### src/design/bstk_pkg.sv
// Package for the bounded stack block: request and status codes, data word
// type and the scan accumulator shared by the top level and the scan unit.
// No dependencies.
package bstk_pkg;

  localparam int WORD_W = 32;
  localparam int CODE_W = 3;

  typedef logic signed [WORD_W-1:0] word_t;
  typedef logic [CODE_W-1:0] code_t;

  // Request kinds
  localparam code_t REQ_PUSH   = 3'd0;
  localparam code_t REQ_POP    = 3'd1;
  localparam code_t REQ_PEEK   = 3'd2;
  localparam code_t REQ_LIST   = 3'd3;
  localparam code_t REQ_SECOND = 3'd4;

  // Result status codes
  localparam code_t ST_OK       = 3'd0;
  localparam code_t ST_OVERFLOW = 3'd1;
  localparam code_t ST_EMPTY    = 3'd2;
  localparam code_t ST_FEW      = 3'd3;
  localparam code_t ST_NONE     = 3'd4;

  // Running state of the second-largest scan
  typedef struct packed {
    word_t big;
    word_t second;
    logic  found;
  } scan_acc_t;

endpackage

### src/design/bstk_if.sv
// Valid/ready channel interfaces for stack requests and stack results.
// Depends on bstk_pkg for the payload types.
interface bstk_req_if;
  logic               valid;
  logic               ready;
  bstk_pkg::code_t    req_type;
  bstk_pkg::word_t    push_value;

  modport source (output valid, output req_type, output push_value, input ready);
  modport sink (input valid, input req_type, input push_value, output ready);
endinterface

interface bstk_rsp_if;
  logic               valid;
  logic               ready;
  bstk_pkg::code_t    status;
  bstk_pkg::word_t    value;
  logic               last;

  modport source (output valid, output status, output value, output last, input ready);
  modport sink (input valid, input status, input value, input last, output ready);
endinterface

### src/design/bounded_stack_with_second_max.sv
// Bounded LIFO of signed 32-bit words with pop, peek, list and second-largest.
// Push: result in the cycle after accept. Pop/peek: RAM read, then S_TOP.
// List: entries top first, each held in S_OUT until accepted. Second largest:
// S_SCAN0 loads the bottom entry, then one RAM read and one compare per cycle.
// One request at a time; the next is taken from the cycle after the final
// result is accepted. Reset empties the stack; stored words are not cleared.
module bounded_stack_with_second_max #(
  parameter int DEPTH = 16
) (
  input  logic           clk,
  input  logic           rst,
  bstk_req_if.sink       req,
  bstk_rsp_if.source     rsp
);
  import bstk_pkg::*;

  localparam int IDX_W = $clog2(DEPTH);
  localparam int CNT_W = $clog2(DEPTH + 1);

  typedef enum logic [2:0] {
    S_IDLE,
    S_TOP,
    S_LIST,
    S_SCAN0,
    S_SCAN,
    S_OUT
  } state_t;

  state_t           state;
  logic [CNT_W-1:0] fill;
  logic [CNT_W-1:0] fill_m1;
  logic [IDX_W-1:0] top_idx;
  logic [IDX_W-1:0] ptr;
  logic [IDX_W-1:0] ptr_next;
  logic             do_pop;
  logic             full;
  logic             empty;
  logic             in_acc;
  logic             out_acc;
  logic             ram_we;
  word_t            rdata;
  scan_acc_t        acc;
  scan_acc_t        acc_next;

  logic             out_valid;
  code_t            out_status;
  word_t            out_value;
  logic             out_last;

  assign fill_m1 = fill - CNT_W'(1);
  assign top_idx = fill_m1[IDX_W-1:0];
  assign full    = (fill == CNT_W'(DEPTH));
  assign empty   = (fill == '0);

  assign req.ready  = (state == S_IDLE);
  assign in_acc     = req.valid && req.ready;
  assign out_acc    = out_valid && rsp.ready;

  assign rsp.valid  = out_valid;
  assign rsp.status = out_status;
  assign rsp.value  = out_value;
  assign rsp.last   = out_last;

  // Store a pushed word when there is room
  assign ram_we = in_acc && (req.req_type == REQ_PUSH) && !full;

  bstk_ram #(
    .WIDTH (WORD_W),
    .DEPTH (DEPTH)
  ) u_ram (
    .clk   (clk),
    .we    (ram_we),
    .waddr (fill[IDX_W-1:0]),
    .wdata (req.push_value),
    .raddr (ptr_next),
    .rdata (rdata)
  );

  bstk_scan u_scan (
    .acc      (acc),
    .v        (rdata),
    .acc_next (acc_next)
  );

  // Read pointer: the RAM is addressed with the next pointer so data lines up
  always_comb begin
    ptr_next = ptr;
    case (state)
      S_IDLE: begin
        if (in_acc) begin
          case (req.req_type)
            REQ_POP, REQ_PEEK, REQ_LIST: ptr_next = top_idx;
            REQ_SECOND:                  ptr_next = '0;
            default:                     ptr_next = ptr;
          endcase
        end
      end
      S_SCAN0: ptr_next = ptr + IDX_W'(1);
      S_SCAN: begin
        if (ptr != top_idx) begin
          ptr_next = ptr + IDX_W'(1);
        end
      end
      S_OUT: begin
        if (out_acc && !out_last) begin
          ptr_next = ptr - IDX_W'(1);
        end
      end
      default: ptr_next = ptr;
    endcase
  end

  // Sequencer: state, fill count and the result register
  always_ff @(posedge clk) begin
    if (rst) begin
      state     <= S_IDLE;
      fill      <= '0;
      ptr       <= '0;
      out_valid <= 1'b0;
    end else begin
      ptr <= ptr_next;
      case (state)
        S_IDLE: begin
          if (in_acc) begin
            out_value <= '0;
            out_last  <= 1'b1;
            do_pop    <= (req.req_type == REQ_POP);
            case (req.req_type)
              REQ_PUSH: begin
                out_valid  <= 1'b1;
                state      <= S_OUT;
                out_status <= full ? ST_OVERFLOW : ST_OK;
                if (!full) begin
                  fill <= fill + CNT_W'(1);
                end
              end
              REQ_POP, REQ_PEEK: begin
                if (empty) begin
                  out_status <= ST_EMPTY;
                  out_valid  <= 1'b1;
                  state      <= S_OUT;
                end else begin
                  state <= S_TOP;
                end
              end
              REQ_LIST: begin
                if (empty) begin
                  out_status <= ST_EMPTY;
                  out_valid  <= 1'b1;
                  state      <= S_OUT;
                end else begin
                  state <= S_LIST;
                end
              end
              REQ_SECOND: begin
                if (fill < CNT_W'(2)) begin
                  out_status <= ST_FEW;
                  out_valid  <= 1'b1;
                  state      <= S_OUT;
                end else begin
                  state <= S_SCAN0;
                end
              end
              default: state <= S_IDLE;
            endcase
          end
        end
        S_TOP: begin
          out_status <= ST_OK;
          out_value  <= rdata;
          out_last   <= 1'b1;
          out_valid  <= 1'b1;
          state      <= S_OUT;
          if (do_pop) begin
            fill <= fill_m1;
          end
        end
        S_LIST: begin
          out_status <= ST_OK;
          out_value  <= rdata;
          out_last   <= (ptr == '0);
          out_valid  <= 1'b1;
          state      <= S_OUT;
        end
        S_SCAN0: begin
          acc.big    <= rdata;
          acc.second <= '0;
          acc.found  <= 1'b0;
          state      <= S_SCAN;
        end
        S_SCAN: begin
          acc <= acc_next;
          if (ptr == top_idx) begin
            out_status <= acc_next.found ? ST_OK : ST_NONE;
            out_value  <= acc_next.found ? acc_next.second : '0;
            out_last   <= 1'b1;
            out_valid  <= 1'b1;
            state      <= S_OUT;
          end
        end
        S_OUT: begin
          if (out_acc) begin
            out_valid <= 1'b0;
            state     <= out_last ? S_IDLE : S_LIST;
          end
        end
        default: state <= S_IDLE;
      endcase
    end
  end

  // Fill count stays within the stack depth
  a_fill_bound: assert property (@(posedge clk) disable iff (rst)
    fill <= CNT_W'(DEPTH))
    else $error("fill count exceeds depth");

  // No new request is taken while a result is pending
  a_no_overlap: assert property (@(posedge clk) disable iff (rst)
    !(req.ready && rsp.valid))
    else $error("request accepted with result pending");

  // A push into a non-full stack grows it by one
  a_push_grow: assert property (@(posedge clk) disable iff (rst)
    (in_acc && req.req_type == REQ_PUSH && !full) |=> fill == $past(fill) + CNT_W'(1))
    else $error("push did not grow the stack");

  // Error results are single, final and carry a zero value
  a_err_final: assert property (@(posedge clk) disable iff (rst)
    (rsp.valid && rsp.status != ST_OK) |-> (rsp.last && rsp.value == '0))
    else $error("error result not final or nonzero");

  // A pop that returns data shrinks the stack by one
  a_pop_shrink: assert property (@(posedge clk) disable iff (rst)
    (state == S_TOP && do_pop) |=> fill == $past(fill) - CNT_W'(1))
    else $error("pop did not shrink the stack");

endmodule

### src/design/bstk_ram.sv
// Generic single-write, single-read RAM with a registered read port.
// No dependencies.
module bstk_ram #(
  parameter int WIDTH = 32,
  parameter int DEPTH = 16
) (
  input  logic                     clk,
  input  logic                     we,
  input  logic [$clog2(DEPTH)-1:0] waddr,
  input  logic [WIDTH-1:0]         wdata,
  input  logic [$clog2(DEPTH)-1:0] raddr,
  output logic [WIDTH-1:0]         rdata
);

  logic [WIDTH-1:0] mem [DEPTH];

  // Write port and registered read port
  always_ff @(posedge clk) begin
    if (we) begin
      mem[waddr] <= wdata;
    end
    rdata <= mem[raddr];
  end

endmodule

### src/design/bstk_scan.sv
// Compare unit for the second-largest scan: folds one stored word into
// the running maximum / runner-up. Depends on bstk_pkg.
module bstk_scan (
  input  bstk_pkg::scan_acc_t acc,
  input  bstk_pkg::word_t     v,
  output bstk_pkg::scan_acc_t acc_next
);
  import bstk_pkg::*;

  logic above_big;
  logic below_big;
  logic above_second;

  // Signed compares against the current maximum and runner-up
  assign above_big    = $signed(v) > $signed(acc.big);
  assign below_big    = $signed(v) < $signed(acc.big);
  assign above_second = $signed(v) > $signed(acc.second);

  // Update: a new maximum demotes the old one; otherwise improve runner-up
  always_comb begin
    acc_next = acc;
    if (above_big) begin
      acc_next.second = acc.big;
      acc_next.big    = v;
      acc_next.found  = 1'b1;
    end else if (below_big && (!acc.found || above_second)) begin
      acc_next.second = v;
      acc_next.found  = 1'b1;
    end
  end

endmodule
### src/flat_wrapper.sv
// flat-port wrapper written by rule: the top's interface ports become plain ports
module bounded_stack_with_second_max_flat import bstk_pkg::*;
#(
  parameter int DEPTH = 16
)
  (clk, rst, req_valid, req_req_type, req_push_value, req_ready, rsp_valid, rsp_status, rsp_value, rsp_last, rsp_ready);
  bstk_req_if req_i ();
  bstk_rsp_if rsp_i ();
  input  logic clk;
  input  logic rst;
  input wire logic [$bits(req_i.valid)-1:0] req_valid;
  input wire logic [$bits(req_i.req_type)-1:0] req_req_type;
  input wire logic [$bits(req_i.push_value)-1:0] req_push_value;
  output wire logic [$bits(req_i.ready)-1:0] req_ready;
  output wire logic [$bits(rsp_i.valid)-1:0] rsp_valid;
  output wire logic [$bits(rsp_i.status)-1:0] rsp_status;
  output wire logic [$bits(rsp_i.value)-1:0] rsp_value;
  output wire logic [$bits(rsp_i.last)-1:0] rsp_last;
  input wire logic [$bits(rsp_i.ready)-1:0] rsp_ready;
  assign req_i.valid = req_valid;
  assign req_i.req_type = req_req_type;
  assign req_i.push_value = req_push_value;
  assign req_ready = req_i.ready;
  assign rsp_valid = rsp_i.valid;
  assign rsp_status = rsp_i.status;
  assign rsp_value = rsp_i.value;
  assign rsp_last = rsp_i.last;
  assign rsp_i.ready = rsp_ready;
  bounded_stack_with_second_max #(.DEPTH(DEPTH)) u_core (.clk(clk), .rst(rst), .req(req_i), .rsp(rsp_i));
endmodule
### config.mk
export PLATFORM = sky130hd
export DESIGN_NAME = bounded_stack_with_second_max_flat
export DESIGN_NICKNAME = d
export VERILOG_FILES = /design/src/design/bstk_pkg.sv /design/src/design/bstk_if.sv /design/src/design/bounded_stack_with_second_max.sv /design/src/design/bstk_ram.sv /design/src/design/bstk_scan.sv /design/src/flat_wrapper.sv
export SDC_FILE = /design/constraint.sdc
export NUM_CORES = 1
export LEC_CHECK = 0
export ABC_AREA = 1
export BUFFER_PORTS_ARGS = -buffer_cell sky130_fd_sc_hd__buf_2
export CORE_ASPECT_RATIO = 1.5
export CORE_MARGIN = 8
export CORE_UTILIZATION = 40
export CTS_CLUSTER_DIAMETER = 30
export DETAILED_ROUTE_END_ITERATION = 12
export PLACE_DENSITY_LB_ADDON = 0.08
export SLEW_MARGIN = 20
export SYNTH_ARGS = -nofsm -noshare
export SYNTH_HDL_FRONTEND = slang
export SYNTH_HIERARCHICAL = 1
export SYNTH_SLANG_ARGS = --single-unit
### constraint.sdc
create_clock -name clk -period 5.5 [get_ports clk]
set_input_delay 0.275 -clock clk [delete_from_list [all_inputs] [get_ports clk]]
set_output_delay 0.275 -clock clk [all_outputs]
set_load 0.01 [all_outputs]
# Word-level counts from Yosys, hierarchy flattened
# Memory sizes are Yosys's and may differ from the RTL's. A register that Yosys moved wholly into a read port is not among the register bits.
# Index checks and enable logic that the tools add are counted.
# totals
ff_bits,115
latch_bits,0
ram_bits,512
rom_bits,0
in_bits,39
output_inout_bits,38
wordCells,120
memories,1
# op_classes
n_addsub,4
multipliers,0
n_div,0
n_lt_le_gt_ge,4
eq_ne,22
shift,0
mux,46
bitwise,1
reduce_logical,31
# mem_list
name,depth,word_bits,rd,rd_ports_with_merged_regs,wr,line_no,rtl
u_core.u_ram.mem,16,32,1,1,1,bstk_ram.sv:15,logic [WIDTH-1:0] mem [DEPTH];
# op_table
cell,count
65-bit one-hot mux with 2 select lines,1
32-bit 2-to-1 mux,4
32-bit one-hot mux with 3 select lines,1
33-bit 2-to-1 mux,2
32-bit greater-than comparator,2
3-bit 2-to-1 mux,11
32-bit < comparator,1
5-bit 2-to-1 mux,4
3-bit one-hot mux with 3 select lines,2
4-bit one-hot mux with 4 select lines,1
3-bit one-hot mux with 5 select lines,1
7-bit AND reduction,2
"3-bit by 2-bit == test with 1-bit output, second input constant",4
4-bit 2-to-1 mux,3
3-bit one-hot mux with 4 select lines,1
5-bit one-hot mux with 2 select lines,1
"3-bit == test, second input constant",3
1-bit 2-to-1 mux,9
3-bit AND reduction,3
"2-bit inequality test, second input constant",4
1-bit one-hot mux with 4 select lines,2
4-bit one-hot mux with 2 select lines,1
4-bit AND reduction,2
4-bit nonzero test,2
other kinds (27),41

# Depth between registers and ports, before layout
# depth
ltp_word,8
mapped_depth,24
ltp_nobuf,22

# By module
# The synthesis kept the hierarchy.
# by_module_without_submodules
mod,n_inst,cells_each,area_each_um2
bstk_ram,1,2120,22730.6
bounded_stack_with_second_max,1,586,5480.3
bstk_scan,1,559,3113.0

# Worst setup path before layout
# No wires, ideal clock.
# synth_path
kind,reg-to-reg
from,reg u_core.fill[1]
to,"reg u_core.out_value[0], in the netlist u_core/rsp.value[0] (enable)"
setup_time_ps,461
t_arrival_ps,3682
required_ps,5039
setup_slack_ps,1357
stages_incl_launch_ff,11
n_path_buf,0
synth_period_minus_slack_ps,4143
cell_sequence,dfxtp_1 -> inv_1 -> ha_1 -> inv_1 -> nand2_1 -> nand4_2 -> nor2_4 -> nand2_2 -> nand2_2 -> nand2_1 -> nor3_1
# synth_between
elab_chain_len,4
# synth_rtl
item,line_no,rtl
from (decl),bounded_stack_with_second_max.sv:30,logic [CNT_W-1:0] fill;
from (signal assigned),bounded_stack_with_second_max.sv:134,fill <= fill + CNT_W'(1);
from (signal assigned),bounded_stack_with_second_max.sv:175,fill <= fill_m1;
5-bit by 1-bit subtractor with 5-bit output,bounded_stack_with_second_max.sv:50,assign fill_m1 = fill - CNT_W'(1);
4-bit == test,bounded_stack_with_second_max.sv:193,if (ptr == top_idx) begin
2-bit by 1-bit inequality test with 1-bit output (no source line),--,
4-bit AND reduction (no source line),--,
to (signal assigned),bounded_stack_with_second_max.sv:170,out_value <= rdata;
to (signal assigned),bounded_stack_with_second_max.sv:180,out_value <= rdata;
to (signal assigned),bounded_stack_with_second_max.sv:195,out_value <= acc_next.found ? acc_next.second : '0;
to (decl),bounded_stack_with_second_max.sv:47,word_t out_value;
# Every way passes these cells.
# A chain may end at the register's enable or synchronous reset.

==> results.cfg <==
[logic_synthesis]
yosys.area_share.simple_pct = 22.4
synth_top_family_by_area = simple AND/OR/NAND/NOR gates
yosys.area_share.xor_xnor_pct = 0.0839
muxShareOfSynthArea_pct = 0
ys.flop_type = edfxtp_1
ys.warnings.count = 6
synth_compound_area_share_pct = 3.04
yosys.area_share.adder_pct = 2.76
netlist_instances = 3265
seq_area_frac_synth_pct = 61.7
synthArstFlopShare_pct = 0
synth_cell_types = 44
synth_edf_count = 614
ys_ff_latch = 659
synth.avg_cell_area_sq_um = 9.59
syn-num-nets = 3373
syn_area_sq_um = 31300

[setup_path]
start_kind = register
cp.required_ns = 5.94
cp_max_fo = 73
cp_slowest_cell = buf_4
cp-end-kind = register
path_common_cell = nand2_1
path_class = register to register
critPathTopFamily = simple AND/OR/NAND/NOR gates
worst_ep_arrival_time_ns = 4.73
slowest_delay_ns = 0.71
startpoint = u_core/u_ram/rdata[7]$_DFF_P_
cp_cell_sequence = ha_1 -> a21o_1 -> nor2_1 -> nand2_1 -> nand2_1 -> nand2_1 -> nand2_1 -> nand3_1 -> nand2_4 -> nand2_2 -> clkinv_2 -> buf_4 -> nand2_1 -> nand3_1 -> inv_1 -> o21ai_0
reg2reg_from = u_core/u_ram/rdata[7]$_DFF_P_
crit_buf_inv = 3

[timing]
worstMarginPinSlew_ns = 1.08
maxSlewHeadroom_pct = 27.9
fin_worst_skew_ns = 0.0297
setup_viol = 0
finalSetupTns_ns = 0
finalCritPeriodShare_pct = 77.9
fmax_ghz = 0.233
rsz0062_at_grt = no
slew_violations = 0
post-route-min-period_ns = 4.29
hold_viol = 0

[routing]
drc = 0
avgRoutedWirePerCell_um = 18.9
wl_um = 85400
first_pass_iters = 5
detail-route-antenna-nets = 0
via_count = 22500
vias_per_cell = 4.99
drtIter0Drc = 1469

[flow_run]
cap_viol_max_count = 0

[die]
die_w_um = 244
num_rows = 125
coreArea_sq_um = 77600
die_h_um = 359
die_area_sq_um = 87700
boundaryPins = 77
start_util_pct = 40.4

[clocking]
cts.htree.levels = 3
clk_latency_ns = 0.69
post_cts_buffers = 0
cts_buffers = 119
clock_sinks = 659
cts_tree = done
cts.path.max_buffers = 3
cts_resized = 0
hold_buffers = 35
clk_pin_slew_ns = 0.05
cts_root_buf = clkbuf_16

[pwr]
p_leak_uw = 0.0162
ir_worst_vdd_v = 0.00103
total_power_uw = 26000
p_per_area_nw_per_um2 = 699

[cells_and_area]
fillers = 7255
drive_gt1_share_pct = 11.6
final_util_pct = 47.9
nets = 3496
final_cell_mix = nand2_1, edfxtp_1, inv_1, nand3_1, clkbuf_16
fin_cells = 4511
syn_to_final_growth_pct = 18.7
seqCellArea_sq_um = 19300
mostFrequentLayoutCell = nand2_1
multi_input_area_sq_um = 8990

[grt]
use_met2_pct = 34.0
grt_max_degree = 148
grt_use_met1_pct = 23.7
grt_pass1_wl_um = 131000
gr-total-overflow = 0
use_met3_pct = 2.81
antenna_found_initial = 3
busiest_layer = met2
grt_usage_pct = 19.4
grt_pass1_vias = 22300

[placement]
gp_congestion = 0.858
dp_cells = 4248
hpwl_um = 48400
io_buffer_count = 76

[status]
status = finished clean

[min_path]
hold_path.class = input port to register
hp-start = rsp_ready
## layer usage
layer,vias to the layer above,wire [um]
li1,10900,-
met1,10900,35900
met2,595,42400
met3,189,4160
met4,0,2890
met5,-,0
## worst min-delay path, delay by kind of cell
kind | cells | cell delay [ns]
buffers and inverters | 2 | 0.14
AO/OA/AOI/OAI | 2 | 0.27
## where the power goes
part	total, uW	internal (uW)	switching, uW	leakage, uW
Sequential	6570	6140	436	0.00594
Clock	7700	5120	2580	0.00203
Combinational	11700	3410	8300	0.00828
## path summary, 6_finish.rpt
| path | end | slack [ns] | cells past startpoint |
|---|---|---|---|
| worst max register to register | u_core/rsp.value[31]$_DFFE_PP_ | 1.21 | 16 |
| worst min register to register | u_core/fill[4]$_SDFFE_PP0P_ | 0.53 | 2 |
| worst max-delay path | u_core/rsp.value[31]$_DFFE_PP_ | 1.21 | 16 |
| worst min-delay path | u_core/state[0]$_SDFFE_PP0P_ | 0.07 | 4 |
## Yosys cell counts, drive strengths merged, types with 3 or more instances
cell    count  share of area (%)
a21o        4              0.096
a21oi      65                1.1
buf       115                2.6
clkbuf     35               0.42
dfxtp      45                2.9
edfxtp    614                 59
ha         69                2.8
inv       579                7.0
nand2    1006                 12
nand3     496                8.2
nand4       7               0.18
nor2      109                1.4
nor3        6              0.096
o21ai      77                1.2
o22ai      20               0.40
xor2        3              0.084
## state kept, by name (all words and copies together), names as in the netlist
signal,cells
u_core/u_ram/mem,512
u_core/acc,65
u_core/rsp.value,32
u_core/u_ram/rdata,32
u_core/fill,5
u_core/ptr,4
u_core/rsp.status,3
u_core/state,3
u_core/do_pop,1
u_core/rsp.last,1
u_core/rsp.valid,1
## cell families after synthesis
family	after synthesis
AOI/OAI and AO/OA	176
xor gates and xnor gates	3
adders and majority gates	69
buffers and inverters	730
DFF	659
and+or+nand+nor	1628
## stage by stage
stage	instance area [sq um]	worst slack, ns	hold WS, ns
6_report	37200	1.21	0.0694
5_1_grt	37200	0.803	0.0740
4_1_cts	37200	1.13	0.0330
3_5_place_dp	32500	1.15	0.518
3_3_place_gp	32500	1.20	0.516
2_1_floorplan	31300	1.36	0.353
## area by class of cell
| class | count | share of cell area, % |
|---|---|---|
| flip-flops and latches | 659 | 52.0 |
| inverters | 580 | 5.91 |
| multi-input cells | 1876 | 24.2 |
| clock buffers | 139 | 8.32 |
| clock inverters | 88 | 3.22 |
| repair buffers | 152 | 2.93 |
| diodes | 1 | 0.00673 |
| well taps | 1016 | 3.42 |
No activity file was read; power rests on OpenSTA's default activity.
